File: config.mk
export PLATFORM = sky130hd
export DESIGN_NAME = rfbc_slot_ram
export DESIGN_NICKNAME = d
export VERILOG_FILES = /design/src/rtl/core/recency_free_block_cache_assert.svh /design/src/rtl/core/rfbc_slot_ram.sv
export SDC_FILE = /design/constraint.sdc
export NUM_CORES = 2
export LEC_CHECK = 0
export BUFFER_PORTS_ARGS = -buffer_cell sky130_fd_sc_hd__buf_2
export CAP_MARGIN = 10
export CORE_ASPECT_RATIO = 0.5
export CORE_UTILIZATION = 50
export DETAILED_ROUTE_END_ITERATION = 6
export PLACE_DENSITY_LB_ADDON = 0.1
export SLEW_MARGIN = 20
export SYNTH_ARGS = -nofsm -noshare
export SYNTH_HDL_FRONTEND = slang
export SYNTH_SLANG_ARGS = --single-unit
File: constraint.sdc
create_clock -name clk -period 6.15 [get_ports clk]
set_clock_uncertainty 0.05 [all_clocks]
set_input_delay 1.23 -clock clk [delete_from_list [all_inputs] [get_ports clk]]
set_output_delay 1.23 -clock clk [all_outputs]
set_load 0.01 [all_outputs]
File: src/rtl/core/recency_free_block_cache_assert.svh
// Assertion macros shared by the block cache RTL.
// Each macro expects signals clk and rst in the scope where it is used.
`ifndef RECENCY_FREE_BLOCK_CACHE_ASSERT_SVH
`define RECENCY_FREE_BLOCK_CACHE_ASSERT_SVH
// Checks that a condition holds at every clock edge outside reset.
`define RFBC_ASSERT(label, cond) \
  label: assert property (@(posedge clk) disable iff (rst) (cond)) \
    else $error("rfbc assertion failed");
// Checks that one condition is followed by another on the next edge.
`define RFBC_ASSERT_NEXT(label, pre, post) \
  label: assert property (@(posedge clk) disable iff (rst) (pre) |=> (post)) \
    else $error("rfbc assertion failed");
`endif

File: src/rtl/core/rfbc_slot_ram.sv
// Slot table memory: one write port, one read port with registered data.
// No dependencies.
`default_nettype none
module rfbc_slot_ram #(
  parameter int DEPTH = 32,
  parameter int WIDTH = 93,
  parameter int AW    = 5
) (
  input  wire logic             clk,
  input  wire logic             we,
  input  wire logic [AW-1:0]    waddr,
  input  wire logic [WIDTH-1:0] wdata,
  input  wire logic [AW-1:0]    raddr,
  output logic      [WIDTH-1:0] rdata
);
  logic [WIDTH-1:0] mem [DEPTH];

  always_ff @(posedge clk) begin
    if (we) begin
      mem[waddr] <= wdata;
    end
    rdata <= mem[raddr];
  end
endmodule
`default_nettype wire

# After elaboration in Yosys (flattened, before gate mapping)
# Memory sizes are Yosys's and may differ from the RTL's. A register that Yosys moved wholly into a read port is not among the register bits.
# Cells that the tools add are included.
[totals] ram_bits=2976 wordCells=3 memories=1 regBits=0 in_bits=105
[mem_list] memory="mem" depth=32 word_bits=93 read_ports=1 rd_clocked_by_memory_dff=1 wr=1 line_no="rfbc_slot_ram.sv:16" text="logic [WIDTH-1:0] mem [DEPTH];"
[classes] mux=2
[ops] cell="$mux 1" count=2

# Longest topological paths before layout
[logic_depth] ltp_word=2 ltp_mapped=9 depth_no_buf=4

# Worst setup path after synthesis
# OpenSTA, ideal clock, no wires.
[synth_timing] path_kind="input port to flip-flop" from="input port waddr[1]" to="memory mem[12][0] (enable)" t_arrival_ps=5765 path_stages=3 setup_ps=546 path_slack_ps=-210 cell_sequence="or3b_2 > clkbuf_1 > nor2_1"
[synth_lines] element="from (decl)" line_no="rfbc_slot_ram.sv:11" text="input wire logic [AW-1:0] waddr,"
[synth_lines] element="to (decl)" line_no="rfbc_slot_ram.sv:16"
# Straight into the memory's write port.

==> metrics.md <==
| Metric | Value |
|---|---|
| Hold WC Path Type | reg2reg |
| Syn_area_per_cell | around 21 sq um |
| Leading cell types by total area after synthesis | sky130_fd_sc_hd__edfxtp_1 78%, sky130_fd_sc_hd__mux4_2 7.3%, sky130_fd_sc_hd__mux2i_1 6.5% |
| Post-route clock period utilization | 0.552 |
| CTS clk-pin slew, worst paths | approximately 0.06 ns |
| Global route total overflow | 0 |
| Synth warn | 0 |
| Most repeated cell in the gate-level netlist after synthesis | sky130_fd_sc_hd__edfxtp_1 |
| DRC viols | 0 |
| Worst EP required | slightly below 7 ns |
| Category of the worst setup path launch point | input pin |
| Highest achievable clock rate | roughly 0.29 GHz |
| Number of distinct library cells after synthesis | 39 |
| Dpl hpwl | ~150 mm |
| Cell Area, Placed | approximately 120,000 sq um |
| TritonCTS buffer count | roughly 280 |
| Clock tree from TritonCTS | built |
| Total standard cell area after synthesis | around 110,000 sq um |
| Syn_nets | approximately 5.5k |
| Worst IR Drop VDD | around 230 uV |
| Critical path data arrival time | 4.04 ns |
| Area grow syn2layout | 12.5% |
| Type of the worst setup path | in2reg |
| Leak pwr | 0.0421 uW |
| Total power density per cell area | between 300 and 400 nW/um^2 |
| Number of antenna violations at the first check in global routing | 31 |
| Post-DR vias/cell | about 6.3 |
| Async S/R FF share, synth | 0 |
| Post-synth EDFFs | 2,976 |
| Die Width | a little under 700 um |
| Final number of max-transition violations | 0 |
| Vias in the first global route | 57.2k |
| Resized cells post-CTS | 0 |
| CTS H-tree depth | 5 |
| Placer Congestion | roughly 0.74 |
| Number of primary I/O pins | roughly 200 |
| Core Region | approximately 230,000 sq um |
| Biggest fanout along the worst timing path | 59 |
| Hold violation count in the final report | 0 |
| Final count of negative-setup-slack endpoints | 0 |
| Final Power | ~42,000 uW |
| Starting Density | 0.507 |
| Total wirelength of the detailed-routed design | just over 300 mm |
| Violation count after the first detailed-routing iteration | about 6.4k |
| Drt first pass iters | 5 |
| Hold-fix buffer count after cts | 0 |
| Synth Flop Type | sky130_fd_sc_hd__edfxtp_1 |
| Critical Path End Type | flop |
| Synth top area share | 0.778 |
| Chip height | 341 um |
| Fraction of layout instances using a drive strength above 1 | 0.193 |
| Met3 Wirelength | roughly 22 mm |
| Tmin final | roughly 3.4 ns |
| Antenna violation net count after detailed routing | 0 |
| Std cell rows | roughly 120 |
| Yosys top cell by area | sky130_fd_sc_hd__edfxtp_1 |
| Run status | completed |
| Largest net degree at the start of global routing | around 150 |
| Setup Fix Bufs, Post-CTS | 0 |
| Met2 wire len | between 100 and 150 mm |
| Max-capacitance violation count | 0 |
| Nets | approximately 5.9k |
| Setup repair after global routing missed its margin | false |
| Vias after detailed routing | 56.9k |
| Worst Max-Slew Pin Slew | between 1 and 1.5 ns |
| Clock root buffer master | sky130_fd_sc_hd__clkbuf_16 |
| DR WL/cell | between 30 and 40 um |
| Later-pin clock latency in the skew report | around 0.84 ns |
| Post-route worst setup slack | approximately 2.8 ns |
| Met1 layer wirelength in the final routing | between 100 and 150 mm |
| Global router's overall resource usage | 0.259 |
| Port Buf Inserts | between 150 and 200 |
| Number of sinks driven by the clock tree | between 3k and 4k |
| Most frequent cells after synthesis | 2,976 x sky130_fd_sc_hd__edfxtp_1, 742 x sky130_fd_sc_hd__mux2i_1, 524 x sky130_fd_sc_hd__a22oi_1 |
| Topmost layer with routed signal wires | met5 |
| Largest buffer count on any clock path | 4 |
| Post-synthesis sequential element count | about 3.1k |
| Wire length of the first global-routing pass | around 430 mm |
| Place WS | 1.91 ns |
| Worst slew slack as a fraction of its limit | 0.223 |
| Portion of the post-synthesis area used by sequential elements | 0.794 |
| Number of instances in the synthesized netlist | between 5k and 6k |
| Final Instance Area | 129,000 sq um |
| Area of the die | approximately 230,000 sq um |
==> through the flow <==
step	setup TNS [ns]	std cells	utilization	hold slack, ns
detailed placement	0	8533	0.531	0.545
global route	0	9032	0.570	0.612
floorplan	-177.31	5435	-	0.499
finish	0	9040	0.570	0.555
CTS	0	9026	0.570	0.564
global placement	0	8531	0.531	0.535
==> final timing paths <==
path          endpoint  slack (ns)   startpoint  depth (start not counted)
max          rdata[20]        2.76     raddr[0]                          6
min reg2reg  rdata[50]        0.55  mem[24][50]                          4
max reg2reg   rdata[8]        4.47   mem[15][8]                          4
min          rdata[50]        0.55  mem[24][50]                          4
==> worst max-delay path, cell delays in order <==
cell,delay (ns)
sky130_fd_sc_hd__buf_8,0.51
sky130_fd_sc_hd__buf_12,0.45
sky130_fd_sc_hd__buf_4,0.65
sky130_fd_sc_hd__mux4_2,0.58
sky130_fd_sc_hd__a22oi_1,0.24
sky130_fd_sc_hd__nand4_1,0.14
==> sequential cells by signal, summed over array words and instances (netlist names) <==
signal,cells
mem,2976
rdata,93
==> placed cells by master (no fill, tap or decap), types with 16 or more instances in the layout <==
master / synthesis / layout
sky130_fd_sc_hd__edfxtp_1: 2976 / 2976
sky130_fd_sc_hd__mux2i_1: 742 / 742
sky130_fd_sc_hd__a22oi_1: 524 / 524
sky130_fd_sc_hd__mux4_2: 373 / 373
sky130_fd_sc_hd__clkbuf_16: 0 / 286
sky130_fd_sc_hd__buf_2: 128 / 193
sky130_fd_sc_hd__nand3_1: 186 / 186
sky130_fd_sc_hd__dfxtp_1: 93 / 93
sky130_fd_sc_hd__clkbuf_1: 116 / 80
sky130_fd_sc_hd__buf_4: 21 / 80
sky130_fd_sc_hd__nand4_1: 76 / 76
sky130_fd_sc_hd__buf_12: 0 / 65
sky130_fd_sc_hd__clkinv_2: 0 / 43
sky130_fd_sc_hd__nor2_4: 1 / 35
sky130_fd_sc_hd__clkinv_1: 0 / 35
sky130_fd_sc_hd__clkbuf_8: 0 / 24
sky130_fd_sc_hd__nand2_1: 17 / 17
sky130_fd_sc_hd__bufinv_16: 0 / 17
sky130_fd_sc_hd__a22o_1: 16 / 16
sky130_fd_sc_hd__a31oi_1: 16 / 16
==> report_power, final <==
| part | total (uW) | switching, uW | internal [uW] | leakage, uW |
|---|---|---|---|---|
| clock network | 17000 | 7450 | 9570 | 0.00429 |
| logic | 1990 | 1290 | 697 | 0.0102 |
| registers | 23400 | 139 | 23200 | 0.0276 |
| total | 42400 | 8880 | 33500 | 0.0421 |
==> per-layer routing <==
| layer | vias to the layer above | GRT usage |
|---|---|---|
| met2 | 2273 | 0.415 |
| met4 | 8 | 0.0697 |
| met5 | - | 0 |
| li1 | 23407 | - |
| met1 | 30677 | 0.376 |
| met3 | 485 | 0.0407 |
==> final cells by class <==
type | instances | area, sq um
multi-input cells | 2059 | 22400
clock inverters | 103 | 943
diodes | 14 | 35.0
fillers | 16613 | 97500
repair buffers | 343 | 2960
well taps | 3062 | 3830
flip-flops and latches | 3069 | 91200
clock buffers | 390 | 7790
==> kinds of logic (layout without fill, tap and decap cells) <==
logic type,Yosys count,after routing,synth area share
flip-flops,3069,3069,0.794
buffers and inverters,307,836,0.0139
AO/OA/AOI/OAI,574,574,0.0374
AND/OR/NAND/NOR,369,369,0.0171
other,0,14,0
multiplexers,1116,1116,0.138
No activity file was read; power rests on OpenSTA's default activity.
