File: src/rtl/core/recency_free_block_cache_assert.svh
// Assertion macros shared by the block cache RTL.
// Each macro expects signals clk and rst in the scope where it is used.
`ifndef RECENCY_FREE_BLOCK_CACHE_ASSERT_SVH
`define RECENCY_FREE_BLOCK_CACHE_ASSERT_SVH
// Checks that a condition holds at every clock edge outside reset.
`define RFBC_ASSERT(label, cond) \
  label: assert property (@(posedge clk) disable iff (rst) (cond)) \
    else $error("rfbc assertion failed");
// Checks that one condition is followed by another on the next edge.
`define RFBC_ASSERT_NEXT(label, pre, post) \
  label: assert property (@(posedge clk) disable iff (rst) (pre) |=> (post)) \
    else $error("rfbc assertion failed");
`endif

File: src/rtl/core/rfbc_pkg.sv
// Shared types and constants for the recency-ordered free block cache.
// No dependencies.
`default_nettype none
package rfbc_pkg;
  localparam int HANDLE_W = 48;
  localparam int SIZE_W   = 40;
  localparam int SLOP_W   = 16;
  localparam int CFG_AW   = 8;

  localparam logic [2:0] OUT_HIT       = 3'd0;
  localparam logic [2:0] OUT_MISS      = 3'd1;
  localparam logic [2:0] OUT_EVICT     = 3'd2;
  localparam logic [2:0] OUT_STORED    = 3'd3;
  localparam logic [2:0] OUT_NOTPOOLED = 3'd4;

  localparam logic [CFG_AW-1:0] CFG_POOL_BUDGET = 8'd0;
  localparam logic [CFG_AW-1:0] CFG_MIN_SIZE    = 8'd1;
  localparam logic [CFG_AW-1:0] CFG_SLOP_LIMIT  = 8'd2;
  localparam logic [CFG_AW-1:0] CFG_BYPASS      = 8'd3;

  localparam logic [SIZE_W-1:0] POOL_BUDGET_RST = 40'd524288000;
  localparam logic [SIZE_W-1:0] MIN_SIZE_RST    = 40'd3145728;
  localparam logic [SLOP_W-1:0] SLOP_LIMIT_RST  = 16'd6554;

  typedef struct packed {
    logic                func;
    logic [HANDLE_W-1:0] block_handle;
    logic [SIZE_W-1:0]   block_size;
  } in_item_t;

  typedef struct packed {
    logic [2:0]          outcome;
    logic [HANDLE_W-1:0] result_handle;
    logic [SIZE_W-1:0]   result_size;
    logic                last;
  } out_item_t;

  typedef struct packed {
    logic [HANDLE_W-1:0] handle;
    logic [SIZE_W-1:0]   size;
  } slot_data_t;

  typedef struct packed {
    logic live;
    logic eq;
    logic fit;
  } fit_flags_t;
endpackage
`default_nettype wire

File: src/rtl/core/rfbc_fit.sv
// Per-slot match stage for requests: exact size test and slack test.
// Depends on rfbc_pkg.
`default_nettype none
module rfbc_fit import rfbc_pkg::*; #(
  parameter int AW = 5,
  parameter int RW = 5
) (
  input  wire logic              clk,
  input  wire logic              rst,
  input  wire logic              live_in,
  input  wire logic              valid_in,
  input  wire logic [AW-1:0]     idx_in,
  input  wire logic [RW-1:0]     rank_in,
  input  wire slot_data_t        data_in,
  input  wire logic [SIZE_W-1:0] target,
  input  wire logic [SLOP_W-1:0] slop,
  output fit_flags_t             flags,
  output logic      [AW-1:0]     idx_out,
  output logic      [RW-1:0]     rank_out,
  output slot_data_t             data_out
);
  logic                     live_q;
  logic                     valid_q;
  logic                     eq_q;
  logic                     gt_q;
  logic [SIZE_W-1:0]        diff_q;
  logic [SIZE_W+SLOP_W-1:0] prod_q;

  always_ff @(posedge clk) begin
    if (rst) begin
      live_q <= 1'b0;
    end else begin
      live_q <= live_in;
    end
    valid_q  <= valid_in;
    eq_q     <= (data_in.size == target);
    gt_q     <= (data_in.size > target);
    diff_q   <= data_in.size - target;
    prod_q   <= {{SIZE_W{1'b0}}, slop} * {{SLOP_W{1'b0}}, data_in.size};
    idx_out  <= idx_in;
    rank_out <= rank_in;
    data_out <= data_in;
  end

  // The slack test is (s - t) * 2^16 < slop * s.
  assign flags.live = live_q;
  assign flags.eq   = valid_q && eq_q;
  assign flags.fit  = valid_q && gt_q && ({diff_q, {SLOP_W{1'b0}}} < prod_q);
endmodule
`default_nettype wire

File: config.mk
export PLATFORM = sky130hd
export DESIGN_NAME = rfbc_fit
export DESIGN_NICKNAME = d
export VERILOG_FILES = /design/src/rtl/core/recency_free_block_cache_assert.svh /design/src/rtl/core/rfbc_pkg.sv /design/src/rtl/core/rfbc_fit.sv
export SDC_FILE = /design/constraint.sdc
export NUM_CORES = 2
export LEC_CHECK = 0
export ABC_CLOCK_PERIOD_IN_PS = 6900
export BUFFER_PORTS_ARGS = -buffer_cell sky130_fd_sc_hd__buf_2
export CAP_MARGIN = 20
export CORE_ASPECT_RATIO = 0.6
export CORE_MARGIN = 10
export CORE_UTILIZATION = 40
export CTS_CLUSTER_SIZE = 10
export DETAILED_ROUTE_END_ITERATION = 12
export PLACE_DENSITY = 0.62
export SLEW_MARGIN = 25
export SYNTH_ARGS = -nofsm -noshare
export SYNTH_HDL_FRONTEND = slang
export SYNTH_SLANG_ARGS = --single-unit
File: constraint.sdc
create_clock -name clk -period 6.9 [get_ports clk]
set_clock_uncertainty 0.05 [all_clocks]
set_input_delay 1.035 -clock clk [delete_from_list [all_inputs] [get_ports clk]]
set_output_delay 1.035 -clock clk [all_outputs]
set_load 0.02 [all_outputs]
**After elaboration in Yosys (flattened, before gate mapping)**

Index checks and enable logic that the tools add are counted.

- Register bits: 198

- Order comparisons: 2
- Reduce and logical (&&, ||, !) cells: 3
- Add/sub/neg operators: 1
- Multiply operators: 1
- Equal/unequal tests: 1

Operator list:

| kind | number |
|---|---|
| $lt 56x56->1 | 1 |
| $mul 16x40->56 | 1 |
| $eq 40x40->1 | 1 |
| $gt 40x40->1 | 1 |
| $sub 40x40->40 | 1 |
| $logic_and 1x1->1 | 3 |

**Depth between registers and ports, before layout**

- Depth after elaboration: 2
- Gate-level depth with buffers: 24
- Depth with buffers taken out: 23

**Worst setup path before layout**

Ideal clock, no wire load.

- Path type: in2reg
- Start point: input slop[1]
- End point: register prod_q[54]
- Path buffers: 1
- Setup time: 123 ps
- Arrival: 6704 ps
- Stages on the path: 23
- Slack: 24 ps
- Path through: clkbuf_1 -> nand2_1 -> fa_1 -> inv_1 -> fa_1 -> inv_1 -> fa_1 -> inv_1 -> fa_1 -> fa_1 -> inv_1 -> fa_1 -> inv_1 -> ha_1 -> a21o_1 -> a21o_1 -> a221oi_1 -> nor2_1 -> o31ai_2 -> o21ai_1 -> a211oi_2 -> o21ai_1 -> xor2_1

- Cells in the longest elaborated chain, start to end: 1

Ends and longest elaborated chain:

| what | RTL line | RTL |
|---|---|---|
| start: declaration | rfbc_fit.sv:16 | `input wire logic [SLOP_W-1:0] slop,` |
| $mul 16x40->56 | rfbc_fit.sv:39 | `prod_q <= {{SIZE_W{1'b0}}, slop} * {{SLOP_W{1'b0}}, data_in.size};` |
| end signal: assignment | rfbc_fit.sv:39 |  |
| end: declaration | rfbc_fit.sv:27 | `logic [SIZE_W+SLOP_W-1:0] prod_q;` |

No other way between the ends.
A chain may end at the register's enable or synchronous reset.

**Worst setup path after layout**

- Start point: input data_in[13] (netlist name)
- End point: register prod_q[52]

- Cells in the longest elaborated chain, start to end: 1

Ends and longest elaborated chain:

| what | RTL line | RTL |
|---|---|---|
| start: declaration | rfbc_fit.sv:14 | `input wire slot_data_t data_in,` |
| $mul 16x40->56 | rfbc_fit.sv:39 |  |

No other way between the ends.

==> flow_summary.yaml <==
status:
  status: "completed"
drt:
  viasPerCell: 4.89
  vias: 21711
  route.detailed.drc: 0
  ant_nets: 0
  totalWireLength_um: 87700
  drt_first_pass_iters: 6
  drt-initial-drc-count: 1872
  drt-wirelength-per-cell_um: 19.8
cells_and_area:
  layout.nets: 4407
  area_delta_synth_final_pct: 19.3
  drive_gt1_share_pct: 17.6
  fin_area_um2: 32500
  layout.cells.non_filler: 4436
  nFillCells: 6613
worst_setup_path:
  cp.arrival_ps: 7090
  critPathRequiredTime_ps: 7240
  worstSetupStartpointType: "input port"
  path_buf_inv: 5
  crit_fanout: 10
  crit_path_top_delay_cell: "fa_2"
  cp.depth: 22
  cp_common_cell: "fa_1"
  endpoint: "prod_q[52]"
  critPathLaunch: "data_in[13]"
  max_stage_delay_ps: 680
  crit_family: "adder cells"
  cp_cell_sequence: "clkbuf_4, buf_4, nand2_1, fa_1, inv_1, fa_1, fa_2, fa_1, fa_1, inv_1, fa_1, inv_1, ha_1, a21oi_1, nand2_1, o41ai_4, a21oi_2, a311o_1, o211a_1, o21ai_1, o21ai_0, a21oi_1"
  worst_setup_path_end_kind: "flip-flop"
  critical_path_class: "input port to flip-flop"
yosys:
  synth.mux.area_fraction_pct: 0
  synthTopCellsByCount: "inv_1 (715), fa_1 (531), nand2_1 (512)"
  synth_top_family_by_area: "adder cells"
  async_reset_ff_share_pct: 0
  yosys_warnings: 0
  synthAdderAreaFrac_pct: 48.5
  ys_seq_elements: 198
  synth-main-ff-cell: "dfxtp_1"
  syn_nets: 3959
  synthMostInstantiatedCell: "inv_1"
  yosysTopAreaCell: "fa_1"
  syn_area_um2: 27300
  synth_area_leaders: "fa_1 (39%), dfxtp_1 (15%), inv_1 (9.8%), ha_1 (9.5%), nand2_1 (7.0%)"
  ys_seq_area_share_pct: 14.5
  synth_compound_area_share_pct: 7.82
  synth.top_cell.area_share_pct: 39.0
  syn_avg_cell_area_um2: 8.90
  synth-edff-count: 0
  synth_xor_area_share_pct: 2.83
  synthSimpleGateAreaFrac_pct: 14.7
  synth_cell_types: 59
  synth_cells: 3062
floorplan:
  ioPinCount: 259
  start_util_pct: 40.2
  die_h_um: 222
  rows: 74
  die_area_um2: 79300
  core_um2: 67800
  die_w_um: 357
sta:
  relSlewSlack_pct: 55.1
  hold_violations: 0
  finalCriticalPeriod_ps: 6740
  fin_crit_sh_pct: 97.7
  maxSlewViolCount: 0
  worstMarginPinSlew_ps: 673
  max_freq_mhz: 148
  setup_viol: 0
  rsz0062_at_grt: "no"
clock_tree:
  cts-root-buf: "clkbuf_16"
  htree_levels: 4
  cts_made_buffers: 17
  cts_tree: "done"
  cts_hold_buf: 0
  clkTransAtPathRegs_ps: 70
  clock_sinks: 198
  cts_buffer_depth: 2
placement:
  portBuffers: 258
  dp.cells: 4402
  dp_hpwl_um: 75400
  gp_congestion: 0.959
  post_dp_cell_area_um2: 31800
min_path:
  min_path_type: "input port to flip-flop"
grt:
  grt_use_total_pct: 22.1
  grt_first_pass_wirelength_um: 134000
  grt_max_degree: 29
  antenna_found_initial: 5
  grt_pass1_vias: 21888
  grt.overflow.total: 0
job:
  max_cap_violations: 0
[metrics by stage]
step                      setup TNS, ps  setup WS [ps]  hold slack, ps  util [%]
final                                 0            156             603      48.0
after global routing                  0           4.98             573      48.0
after CTS                             0           20.8             565      47.8
after detailed placement          -5220           -503            1090      46.9
after global placement            -4280           -449            1090      46.9
after floorplan                       0           23.5            1010         -
[worst min-delay path by stage]
| stage | startpoint | to | slack, ps | cells after the start |
|---|---|---|---|---|
| global route | data_in[67] | data_out[67] | 570 | 1 |
| global placement | rank_in[4] | rank_out[4] | 1090 | 1 |
| CTS | data_in[82] | data_out[82] | 570 | 1 |
| finish | idx_in[2] | idx_out[2] | 600 | 1 |
| floorplan | data_in[0] | data_out[0] | 1010 | 0 |
| detailed placement | data_in[48] | data_out[48] | 1090 | 1 |
[cell type report]
type	count	area, µm²	area share [%]
well taps	912	1140	3.51
inverters	715	2680	8.25
multi-input cells	2024	20200	62.2
diodes	1	2.50	0.00770
repair buffers	554	3890	12.0
flip-flops and latches	198	3960	12.2
clock inverters	15	165	0.508
clock buffers	17	425	1.31
[logic make-up after synthesis]
family / count (synthesis)
flops: 198
simple gates: 867
xor+xnor: 88
buf+inv: 840
compound gates: 330
fa+ha+maj: 739
[per-layer routing]
metal | share of wire (%) | GRT usage [%] | vias to the layer above
met5 | 0.025 | 0 | -
met4 | 0.69 | 2.32 | 4
met3 | 16 | 12.6 | 42
met2 | 35 | 26.6 | 1037
met1 | 48 | 34.0 | 10566
li1 | - | - | 10062
[state kept, by name, summed over array words and instances, names as in the netlist]
name	cells
eq_q	1
idx_out	5
gt_q	1
prod_q	56
data_out	88
valid_q	1
live_q	1
rank_out	5
diff_q	40
[what timing repair did]
| item | CTS | global route |
|---|---|---|
| endpoints found under the setup margin | 0 | 17 |
| gates resized for setup | 0 | 41 |
| hold endpoints to repair | 0 | 0 |
| buffers inserted | 0 | 1 |
[cell usage in the layout, fill, tap and decap left out, types with 5 or more instances in the layout]
cell	instances
xnor2_1	53
inv_1	715
o21bai_1	15
nand2_1	512
o21ai_0	45
a211oi_1	5
nor2b_1	8
a21o_1	65
buf_12	27
or2_2	5
and3_1	10
xor2_1	35
clkbuf_16	17
nor2_1	38
ha_1	206
nor3_1	11
dfxtp_1	198
and2_1	208
nor4_1	7
a21boi_0	5
buf_2	241
nand4_1	24
o211ai_1	13
a21oi_1	118
buf_4	272
clkbuf_4	14
o21ai_1	5
nand3_1	27
fa_1	528
a31oi_1	6
nand2b_1	6
o21a_1	12
Power is not shown: default switching activity piles up to over one toggle a cycle in this logic, so the estimate is an artifact.
